File: src/sv/bmhq_pkg.sv
`timescale 1ns / 1ps
// shared types and codes for the binary min-heap queue unit
package bmhq_pkg;

	typedef enum logic [1:0] {
		REQ_INSERT   = 2'd0,
		REQ_EXTRACT  = 2'd1,
		REQ_DECREASE = 2'd2,
		REQ_DELETE   = 2'd3
	} req_t;

	typedef enum logic [1:0] {
		ST_OK        = 2'd0,
		ST_OVERFLOW  = 2'd1,
		ST_EMPTY     = 2'd2,
		ST_BAD_INDEX = 2'd3
	} status_t;

	localparam int unsigned LIMIT_W = 7;
	localparam logic [LIMIT_W-1:0] LIMIT_RESET = 7'd64;

	typedef struct packed {
		req_t               req_type;
		logic signed [31:0] key_value;
		logic [5:0]         entry_index;
	} in_beat_t;

	typedef struct packed {
		logic signed [31:0] extracted_key;
		logic signed [31:0] current_min;
		logic [6:0]         entry_count;
		status_t            status;
	} out_beat_t;

endpackage

File: src/sv/binary_min_heap_queue_unit.sv
`timescale 1ns / 1ps
// Binary min-heap priority queue with its keys in one on-chip memory. One request is taken at a
// time and in_stall stays high until it is done; an item passes through an accept step, a
// registered memory read and then a compare and write back for every heap level walked, a step
// to start a pop and one to load the moved entry for an extract or delete, and a step that hands
// over the result once the output register is free. The finished result sits in an output
// register while the next request is accepted. The moving key is kept in a register and written
// once per level, so a single write port suffices and no entry is read while a newer value for
// it is held.
module binary_min_heap_queue_unit #(
	parameter int CAPACITY  = 64,
	parameter int KEY_WIDTH = 32
) (
	input  logic                 clk,
	input  logic                 arst_n,
	input  logic                 cfg_wr_en,
	input  logic [6:0]           cfg_wr_data,
	input  logic                 in_valid,
	output logic                 in_stall,
	input  bmhq_pkg::in_beat_t   in_data,
	output logic                 out_valid,
	input  logic                 out_stall,
	output bmhq_pkg::out_beat_t  out_data
);

	localparam int AW   = $clog2(CAPACITY);
	localparam int CW   = $clog2(CAPACITY + 1);
	localparam int CXW  = AW + 2;
	localparam int CMPW = (CW > 7) ? CW : 7;
	localparam logic signed [KEY_WIDTH-1:0] KEY_MAX = {1'b0, {(KEY_WIDTH-1){1'b1}}};
	localparam logic signed [KEY_WIDTH-1:0] KEY_MIN = {1'b1, {(KEY_WIDTH-1){1'b0}}};
	localparam logic signed [63:0] KEY_MAX_64 = 64'(KEY_MAX);
	localparam logic signed [31:0] EMPTY_MIN = KEY_MAX_64[31:0];

	typedef enum logic [2:0] {
		S_IDLE,
		S_UP_RD,
		S_UP_CMP,
		S_POP_RD,
		S_POP_LD,
		S_DN_RD,
		S_DN_CMP,
		S_FIN
	} state_t;

	function automatic logic signed [31:0] to_out(input logic signed [KEY_WIDTH-1:0] k);
		logic signed [63:0] w;
		w = 64'(k);
		return w[31:0];
	endfunction

	logic signed [KEY_WIDTH-1:0] mem [CAPACITY];

	state_t                      state_q;
	logic [CW-1:0]               count_q;
	logic [6:0]                  limit_q;
	logic [AW-1:0]               pos_q;
	logic signed [KEY_WIDTH-1:0] key_q;
	logic signed [KEY_WIDTH-1:0] root_q;
	logic signed [KEY_WIDTH-1:0] extracted_q;
	bmhq_pkg::status_t           status_q;
	logic                        del_q;
	logic                        out_valid_q;
	bmhq_pkg::out_beat_t         out_q;

	logic signed [KEY_WIDTH-1:0] rd_a_q;
	logic signed [KEY_WIDTH-1:0] rd_b_q;

	logic                        mem_we;
	logic [AW-1:0]               mem_wa;
	logic signed [KEY_WIDTH-1:0] mem_wd;
	logic [AW-1:0]               ra_a;
	logic [AW-1:0]               ra_b;

	logic [63:0]                 kv_64;
	logic signed [KEY_WIDTH-1:0] in_key;
	logic [CMPW-1:0]             lim_w;
	logic [CMPW-1:0]             idx_w;
	logic [CMPW-1:0]             cnt_w;
	logic [CW-1:0]               cnt_m1;
	logic [AW-1:0]               pos_m1;
	logic [AW-1:0]               parent;
	logic [CXW-1:0]              lchild;
	logic [CXW-1:0]              rchild;
	logic                        l_ok;
	logic                        r_ok;
	logic                        take_l;
	logic                        take_r;
	logic signed [KEY_WIDTH-1:0] best_v;
	logic                        accept;
	logic                        out_free;

	assign in_stall  = (state_q != S_IDLE);
	assign accept    = in_valid && !in_stall;
	assign out_valid = out_valid_q;
	assign out_data  = out_q;
	assign out_free  = !out_valid_q || !out_stall;

	// key and range decode
	always_comb begin
		kv_64  = {32'b0, in_data.key_value};
		in_key = kv_64[KEY_WIDTH-1:0];
		cnt_w  = CMPW'(count_q);
		idx_w  = CMPW'(in_data.entry_index);
		lim_w  = (CMPW'(limit_q) > CMPW'(CAPACITY)) ? CMPW'(CAPACITY) : CMPW'(limit_q);
		cnt_m1 = count_q - CW'(1);
		pos_m1 = pos_q - AW'(1);
		parent = pos_m1 >> 1;
		lchild = (CXW'(pos_q) << 1) | CXW'(1);
		rchild = lchild + CXW'(1);
		l_ok   = lchild < CXW'(count_q);
		r_ok   = rchild < CXW'(count_q);
		take_l = l_ok && (rd_a_q < key_q);
		best_v = take_l ? rd_a_q : key_q;
		take_r = r_ok && (rd_b_q < best_v);
		if (take_r) begin
			best_v = rd_b_q;
		end
	end

	// memory port control
	always_comb begin
		mem_we = 1'b0;
		mem_wa = pos_q;
		mem_wd = key_q;
		ra_a   = parent;
		ra_b   = rchild[AW-1:0];
		case (state_q)
			S_UP_RD: begin
				if (pos_q == AW'(0)) begin
					mem_we = 1'b1;
				end
			end
			S_UP_CMP: begin
				mem_we = 1'b1;
				if (!(rd_a_q <= key_q)) begin
					mem_wd = rd_a_q;
				end
			end
			S_POP_RD: begin
				ra_a = cnt_m1[AW-1:0];
			end
			S_DN_RD: begin
				ra_a = lchild[AW-1:0];
				if (!l_ok) begin
					mem_we = 1'b1;
				end
			end
			S_DN_CMP: begin
				mem_we = 1'b1;
				mem_wd = best_v;
			end
			default: begin
				mem_we = 1'b0;
			end
		endcase
	end

	always_ff @(posedge clk) begin
		if (mem_we) begin
			mem[mem_wa] <= mem_wd;
		end
		rd_a_q <= mem[ra_a];
		rd_b_q <= mem[ra_b];
	end

	always_ff @(posedge clk or negedge arst_n) begin
		if (!arst_n) begin
			state_q     <= S_IDLE;
			count_q     <= '0;
			limit_q     <= bmhq_pkg::LIMIT_RESET;
			out_valid_q <= 1'b0;
			del_q       <= 1'b0;
			pos_q       <= '0;
			key_q       <= '0;
			root_q      <= '0;
			extracted_q <= KEY_MAX;
			status_q    <= bmhq_pkg::ST_OK;
			out_q       <= '0;
		end else begin
			if (cfg_wr_en) begin
				limit_q <= cfg_wr_data;
			end
			if (state_q == S_FIN && out_free) begin
				out_valid_q <= 1'b1;
			end else if (!out_stall) begin
				out_valid_q <= 1'b0;
			end
			if (mem_we && mem_wa == AW'(0)) begin
				root_q <= mem_wd;
			end
			case (state_q)
				S_IDLE: begin
					if (accept) begin
						extracted_q <= (in_data.req_type == bmhq_pkg::REQ_EXTRACT &&
							count_q != CW'(0)) ? root_q : KEY_MAX;
						del_q       <= (in_data.req_type == bmhq_pkg::REQ_DELETE);
						case (in_data.req_type)
							bmhq_pkg::REQ_INSERT: begin
								if (cnt_w >= lim_w) begin
									status_q <= bmhq_pkg::ST_OVERFLOW;
									state_q  <= S_FIN;
								end else begin
									status_q <= bmhq_pkg::ST_OK;
									key_q    <= in_key;
									pos_q    <= count_q[AW-1:0];
									count_q  <= count_q + CW'(1);
									state_q  <= S_UP_RD;
								end
							end
							bmhq_pkg::REQ_EXTRACT: begin
								if (count_q == CW'(0)) begin
									status_q <= bmhq_pkg::ST_EMPTY;
									state_q  <= S_FIN;
								end else begin
									status_q <= bmhq_pkg::ST_OK;
									state_q  <= S_POP_RD;
								end
							end
							bmhq_pkg::REQ_DECREASE, bmhq_pkg::REQ_DELETE: begin
								if (idx_w >= cnt_w) begin
									status_q <= bmhq_pkg::ST_BAD_INDEX;
									state_q  <= S_FIN;
								end else begin
									status_q <= bmhq_pkg::ST_OK;
									key_q    <= (in_data.req_type == bmhq_pkg::REQ_DELETE) ?
										KEY_MIN : in_key;
									pos_q    <= idx_w[AW-1:0];
									state_q  <= S_UP_RD;
								end
							end
							default: begin
								status_q <= bmhq_pkg::ST_OK;
								state_q  <= S_FIN;
							end
						endcase
					end
				end
				S_UP_RD: begin
					if (pos_q == AW'(0)) begin
						state_q <= del_q ? S_POP_RD : S_FIN;
					end else begin
						state_q <= S_UP_CMP;
					end
				end
				S_UP_CMP: begin
					if (rd_a_q <= key_q) begin
						state_q <= del_q ? S_POP_RD : S_FIN;
					end else begin
						pos_q   <= parent;
						state_q <= S_UP_RD;
					end
				end
				S_POP_RD: begin
					count_q <= cnt_m1;
					state_q <= (cnt_m1 == CW'(0)) ? S_FIN : S_POP_LD;
				end
				S_POP_LD: begin
					key_q   <= rd_a_q;
					pos_q   <= '0;
					state_q <= S_DN_RD;
				end
				S_DN_RD: begin
					state_q <= l_ok ? S_DN_CMP : S_FIN;
				end
				S_DN_CMP: begin
					if (take_l || take_r) begin
						pos_q   <= take_r ? rchild[AW-1:0] : lchild[AW-1:0];
						state_q <= S_DN_RD;
					end else begin
						state_q <= S_FIN;
					end
				end
				S_FIN: begin
					if (out_free) begin
						out_q.extracted_key <= to_out(extracted_q);
						out_q.current_min   <= (count_q != CW'(0)) ? to_out(root_q) : EMPTY_MIN;
						out_q.entry_count   <= 7'(count_q);
						out_q.status        <= status_q;
						state_q             <= S_IDLE;
					end
				end
				default: begin
					state_q <= S_IDLE;
				end
			endcase
		end
	end

	a_count_in_range: assert property (@(posedge clk) disable iff (!arst_n)
		count_q <= CW'(CAPACITY))
		else $error("held count above capacity");

	a_write_in_sift: assert property (@(posedge clk) disable iff (!arst_n)
		mem_we |-> (state_q == S_UP_RD || state_q == S_UP_CMP ||
			state_q == S_DN_RD || state_q == S_DN_CMP))
		else $error("heap memory written outside a sift");

	a_accept_busy: assert property (@(posedge clk) disable iff (!arst_n)
		accept |=> state_q != S_IDLE)
		else $error("accepted beat not taken into work");

	a_empty_min: assert property (@(posedge clk) disable iff (!arst_n)
		(out_valid && out_data.entry_count == 7'd0) |-> out_data.current_min == EMPTY_MIN)
		else $error("empty heap reports a minimum");

endmodule

File: config.mk
export PLATFORM = sky130hd
export DESIGN_NAME = binary_min_heap_queue_unit
export DESIGN_NICKNAME = d
export VERILOG_FILES = /design/src/sv/bmhq_pkg.sv /design/src/sv/binary_min_heap_queue_unit.sv
export SDC_FILE = /design/constraint.sdc
export NUM_CORES = 2
export LEC_CHECK = 0
export BUFFER_PORTS_ARGS = -buffer_cell sky130_fd_sc_hd__buf_2
export CAP_MARGIN = 40
export CORE_AREA = 2 2 536 485
export DETAILED_ROUTE_END_ITERATION = 10
export DIE_AREA = 0 0 538 487
export MAX_ROUTING_LAYER = met4
export SLEW_MARGIN = 25
export SYNTH_ARGS = -nofsm -noshare
export SYNTH_HDL_FRONTEND = slang
export SYNTH_SLANG_ARGS = --single-unit
export TNS_END_PERCENT = 100
File: constraint.sdc
create_clock -name clk -period 7.3 [get_ports clk]
set_input_delay 1.095 -clock clk [delete_from_list [all_inputs] [get_ports clk]]
set_output_delay 1.095 -clock clk [all_outputs]
set_load 0.1 [all_outputs]
==> impl_summary.log <==
INFO  metric run_status = complete, no violations
INFO  metric required_time_at_the_worst_slack_endpoint = 7.87 ns
INFO  metric synth_edf_count = 2048
INFO  metric fin_setup_tns = 0 ns
INFO  metric grt_max_degree = 146
INFO  metric via_count = 72100
INFO  metric synth_seq_area_share = 66.3%
INFO  metric critical_path.reg2reg.startpoint = key_q[5]
INFO  metric insertion_delay = 0.90 ns
INFO  metric grt_pass1_vias = 67200
INFO  metric drc = 0
INFO  metric flow.area_growth_from_synthesis = 14.8%
INFO  metric grt_use_met3 = 5.88%
INFO  metric async_reset_ff_share = 8.49%
INFO  metric synth.distinct_cells = 77
INFO  metric timing_worst_slew_pin_value = 1.05 ns
INFO  metric grt_first_pass_wirelength = 501000 um
INFO  metric grt_setup_unrepaired = false
INFO  metric crit_path_max_fanout = 64
INFO  metric synth_top_flop_cell = sky130_fd_sc_hd__edfxtp_1
INFO  metric boundaryPins = 127
INFO  metric starting_density = 39.8%
INFO  metric drtIter0Drc = 10500
INFO  metric clk_tree_root_cell = sky130_fd_sc_hd__clkbuf_16
INFO  metric die_w = 538 um
INFO  metric hp-class = input pin to async pin
INFO  metric initial_antenna_violation_count = 14
INFO  metric layout.area.seq = 67700 um^2
INFO  metric synthXorXnorAreaFrac = 0.189%
INFO  metric totalWireLength = 355000 um
INFO  metric placementRows = 177
INFO  metric cts_setup_buffers = 0
INFO  metric ctsResizeCount = 0
INFO  metric yosys_warnings = 0
INFO  metric syn-mean-instance-area = 12.9 um^2
INFO  metric global_route.usage.met2 = 39.7%
INFO  metric postSynthNetCount = 8060
INFO  metric finalHoldViolCount = 0
INFO  metric die_area = 262000 um^2
INFO  metric drt-pass1-iter-count = 6
INFO  metric htree_num_levels = 4
INFO  metric worst-setup-path-type = flop to flop
INFO  metric critPathArrivalTime = 7.38 ns
INFO  metric clk_path_buf_depth = 3
INFO  metric io_buf_count = 126
INFO  metric clock_tree_from_tritoncts = done
INFO  metric die-height = 487 um
INFO  metric overflow = 0
INFO  metric globalRouteTotalUtil = 27.4%
INFO  metric clock_skew = 0.0431 ns
INFO  metric global_route.usage.met1 = 38.2%
INFO  metric top_usage_layer = met2
INFO  metric tritoncts_num_sinks = 2308
INFO  metric average_detailed_routed_wire_length_per_instance = 30.5 um
INFO  metric rr_endpoint = mem[27][13]
INFO  metric final_net_count = 8181
INFO  metric setup_viol = 0
INFO  metric timing.final.crit_share = 93.3%
INFO  metric cp-end-kind = flop
INFO  metric vias_per_std_cell = 6.20
INFO  metric post_route_cells_drive_above_1_share = 16.8%
INFO  metric synth_simple_gate_area_share = 13.5%
INFO  metric maxSlewHeadroom = 29.9%
INFO  metric reg2reg_slack = 0.49 ns
INFO  metric dominant_combinational_cell_family_by_area_after_synthesis = simple AND/OR/NAND/NOR gates
INFO  metric fillCellCount = 22700
INFO  metric final.min_clock_period = 6.81 ns
INFO  metric clock.fmax = 0.147 GHz
INFO  metric start_kind = flop
INFO  metric antenna_violating_nets_left = 0
INFO  metric syn-instance-count = 7911
INFO  metric hold_buffers = 0
INFO  metric fp.coreArea = 257000 um^2
INFO  metric synth_compound_area_share = 7.79%
INFO  metric multi_input_comb_area = 32600 um^2
INFO  metric ff2ff_path_depth = 24
INFO  metric dpl.hpwl = 208000 um
INFO  metric synth-seq-cells = 2308
INFO  metric cts_buffers = 236
INFO  metric clkTransAtPathRegs = 0.06 ns
INFO  metric pins_over_their_slew_limit = 0
INFO  metric synthAdderAreaFrac = 1.19%
INFO  metric synth_area = 102000 um^2
INFO  metric finalHoldWorstSlack = 0.0793 ns
INFO  metric yosys-mux-area-fraction = 8.55%
INFO  metric maxCapViolCount = 0
INFO  metric gp_congestion = 0.919
==> worst max-delay path, cell delays in order, from the launching register on <==
cell	delay [ns]
sky130_fd_sc_hd__dfrtp_1	0.39
sky130_fd_sc_hd__inv_1	0.07
sky130_fd_sc_hd__ha_1	0.32
sky130_fd_sc_hd__a21o_1	0.17
sky130_fd_sc_hd__a221o_1	0.33
sky130_fd_sc_hd__a221o_1	0.43
sky130_fd_sc_hd__a211oi_2	0.35
sky130_fd_sc_hd__a21oi_2	0.19
sky130_fd_sc_hd__o21ai_4	0.46
sky130_fd_sc_hd__buf_4	0.43
sky130_fd_sc_hd__mux2i_1	0.29
sky130_fd_sc_hd__ha_1	0.29
sky130_fd_sc_hd__a21o_1	0.17
sky130_fd_sc_hd__a21o_1	0.18
sky130_fd_sc_hd__a21oi_1	0.28
sky130_fd_sc_hd__nor2_1	0.12
sky130_fd_sc_hd__o41ai_1	0.26
sky130_fd_sc_hd__buf_4	0.17
sky130_fd_sc_hd__and3_1	0.22
sky130_fd_sc_hd__o21ai_4	0.14
sky130_fd_sc_hd__buf_4	0.18
sky130_fd_sc_hd__buf_12	0.16
sky130_fd_sc_hd__o21a_1	0.17
sky130_fd_sc_hd__a221o_2	0.42
sky130_fd_sc_hd__buf_12	0.21
==> cell families after synthesis <==
group | count (synthesis)
and+or+nand+nor | 3276
DFF | 2308
AOI/OAI and AO/OA | 1069
buffers and inverters | 675
muxes | 464
adders and majority gates | 97
xor gates and xnor gates | 22
==> layout make-up <==
type | instances | area share, %
Sequential cell | 2308 | 57.7
Clock inverter | 143 | 1.07
Antenna cell | 7 | 0.0149
Clock buffer | 290 | 5.36
Multi-Input combinational cell | 4928 | 27.8
Timing Repair Buffer | 485 | 4.19
Inverter | 73 | 0.234
Tap cell | 3401 | 3.63
==> Yosys cell counts (19+ instances only) <==
library cell | n | area [um^2]
sky130_fd_sc_hd__nand2_1 | 2265 | 8500
sky130_fd_sc_hd__edfxtp_1 | 2048 | 61500
sky130_fd_sc_hd__nand3_1 | 535 | 2680
sky130_fd_sc_hd__clkbuf_1 | 519 | 1950
sky130_fd_sc_hd__a311oi_1 | 385 | 3370
sky130_fd_sc_hd__mux4_2 | 320 | 7210
sky130_fd_sc_hd__and3_1 | 261 | 1630
sky130_fd_sc_hd__dfrtp_1 | 164 | 4100
sky130_fd_sc_hd__a21oi_1 | 159 | 796
sky130_fd_sc_hd__nor2_1 | 147 | 552
sky130_fd_sc_hd__a31oi_1 | 136 | 851
sky130_fd_sc_hd__a211oi_1 | 101 | 758
sky130_fd_sc_hd__ha_1 | 97 | 1210
sky130_fd_sc_hd__mux2i_1 | 74 | 741
sky130_fd_sc_hd__inv_1 | 68 | 255
sky130_fd_sc_hd__mux2_2 | 67 | 754
sky130_fd_sc_hd__dfxtp_1 | 64 | 1280
sky130_fd_sc_hd__buf_1 | 63 | 236
sky130_fd_sc_hd__a22oi_1 | 57 | 428
sky130_fd_sc_hd__o21ai_0 | 54 | 270
sky130_fd_sc_hd__dfstp_2 | 32 | 841
sky130_fd_sc_hd__o22a_1 | 32 | 280
sky130_fd_sc_hd__a221o_1 | 27 | 270
sky130_fd_sc_hd__o21a_1 | 27 | 203
sky130_fd_sc_hd__o21ai_1 | 19 | 95.1
==> worst max-delay path by stage <==
stage,from,end,slack (ns),cells after the start
3_5_place_dp,key_q[5],root_q[16],0.58,25
3_3_place_gp,key_q[5],root_q[20],0.59,25
5_1_grt,key_q[5],mem[27][13],0.25,24
4_1_cts,key_q[5],root_q[16],0.53,25
6_report,key_q[5],mem[27][13],0.49,24
2_1_floorplan,key_q[5],root_q[14],1.27,23
==> state kept, by name, summed over array words and instances (netlist names), 3 cells and up <==
register / flops
state_q: 3
key_q: 32
limit_q: 7
rd_b_q: 32
root_q: 32
mem: 2048
mem_wa: 6
out_data: 73
cnt_w: 7
rd_a_q: 32
extracted_q: 32
==> layer usage <==
metal / share of wire (%) / up-vias / wire length, um
met2: 44 / 4789 / 156000
met5: 0 / - / 0
met1: 40 / 36500 / 143000
met3: 12 / 770 / 42700
li1: - / 30100 / -
met4: 3.9 / 0 / 13700
==> stage by stage <==
stage / util, % / area, um^2 / instances / setup slack, ns
finish: 45.7 / 117000 / 11600 / 0.487
detailed placement: 42.7 / 110000 / 11200 / 0.576
global route: 45.7 / 117000 / 11600 / 0.250
global placement: 42.2 / 109000 / 11100 / 0.594
floorplan: - / 102000 / 7911 / 1.27
CTS: 45.6 / 117000 / 11600 / 0.534
==> layout by cell type (no fill, tap or decap), types with 14 or more instances in the layout <==
cell type                   count
sky130_fd_sc_hd__a211oi_1      99
sky130_fd_sc_hd__a21o_1        14
sky130_fd_sc_hd__a21oi_1      158
sky130_fd_sc_hd__a221o_2       24
sky130_fd_sc_hd__a22oi_1       57
sky130_fd_sc_hd__a311oi_1     385
sky130_fd_sc_hd__a31oi_1      136
sky130_fd_sc_hd__and3_1       261
sky130_fd_sc_hd__buf_12        91
sky130_fd_sc_hd__buf_16        24
sky130_fd_sc_hd__buf_2        157
sky130_fd_sc_hd__buf_4        206
sky130_fd_sc_hd__bufinv_16     19
sky130_fd_sc_hd__clkbuf_1      38
sky130_fd_sc_hd__clkbuf_16    238
sky130_fd_sc_hd__clkbuf_8      15
sky130_fd_sc_hd__clkinv_1      47
sky130_fd_sc_hd__clkinv_2      46
sky130_fd_sc_hd__dfrtp_1      162
sky130_fd_sc_hd__dfstp_2       32
sky130_fd_sc_hd__dfxtp_1       64
sky130_fd_sc_hd__edfxtp_1    2048
sky130_fd_sc_hd__ha_1          96
sky130_fd_sc_hd__inv_1         68
sky130_fd_sc_hd__mux2_2        67
sky130_fd_sc_hd__mux2i_1       74
sky130_fd_sc_hd__mux4_2       320
sky130_fd_sc_hd__nand2_1     2265
sky130_fd_sc_hd__nand3_1      532
sky130_fd_sc_hd__nand4_1       15
sky130_fd_sc_hd__nor2_1        82
sky130_fd_sc_hd__nor2_4        64
sky130_fd_sc_hd__o21a_1        27
sky130_fd_sc_hd__o21ai_0       54
sky130_fd_sc_hd__o21ai_1       17
sky130_fd_sc_hd__o22a_1        31
sky130_fd_sc_hd__xnor2_1       15
Power is not shown: default switching activity piles up to over one toggle a cycle in this logic, so the estimate is an artifact.
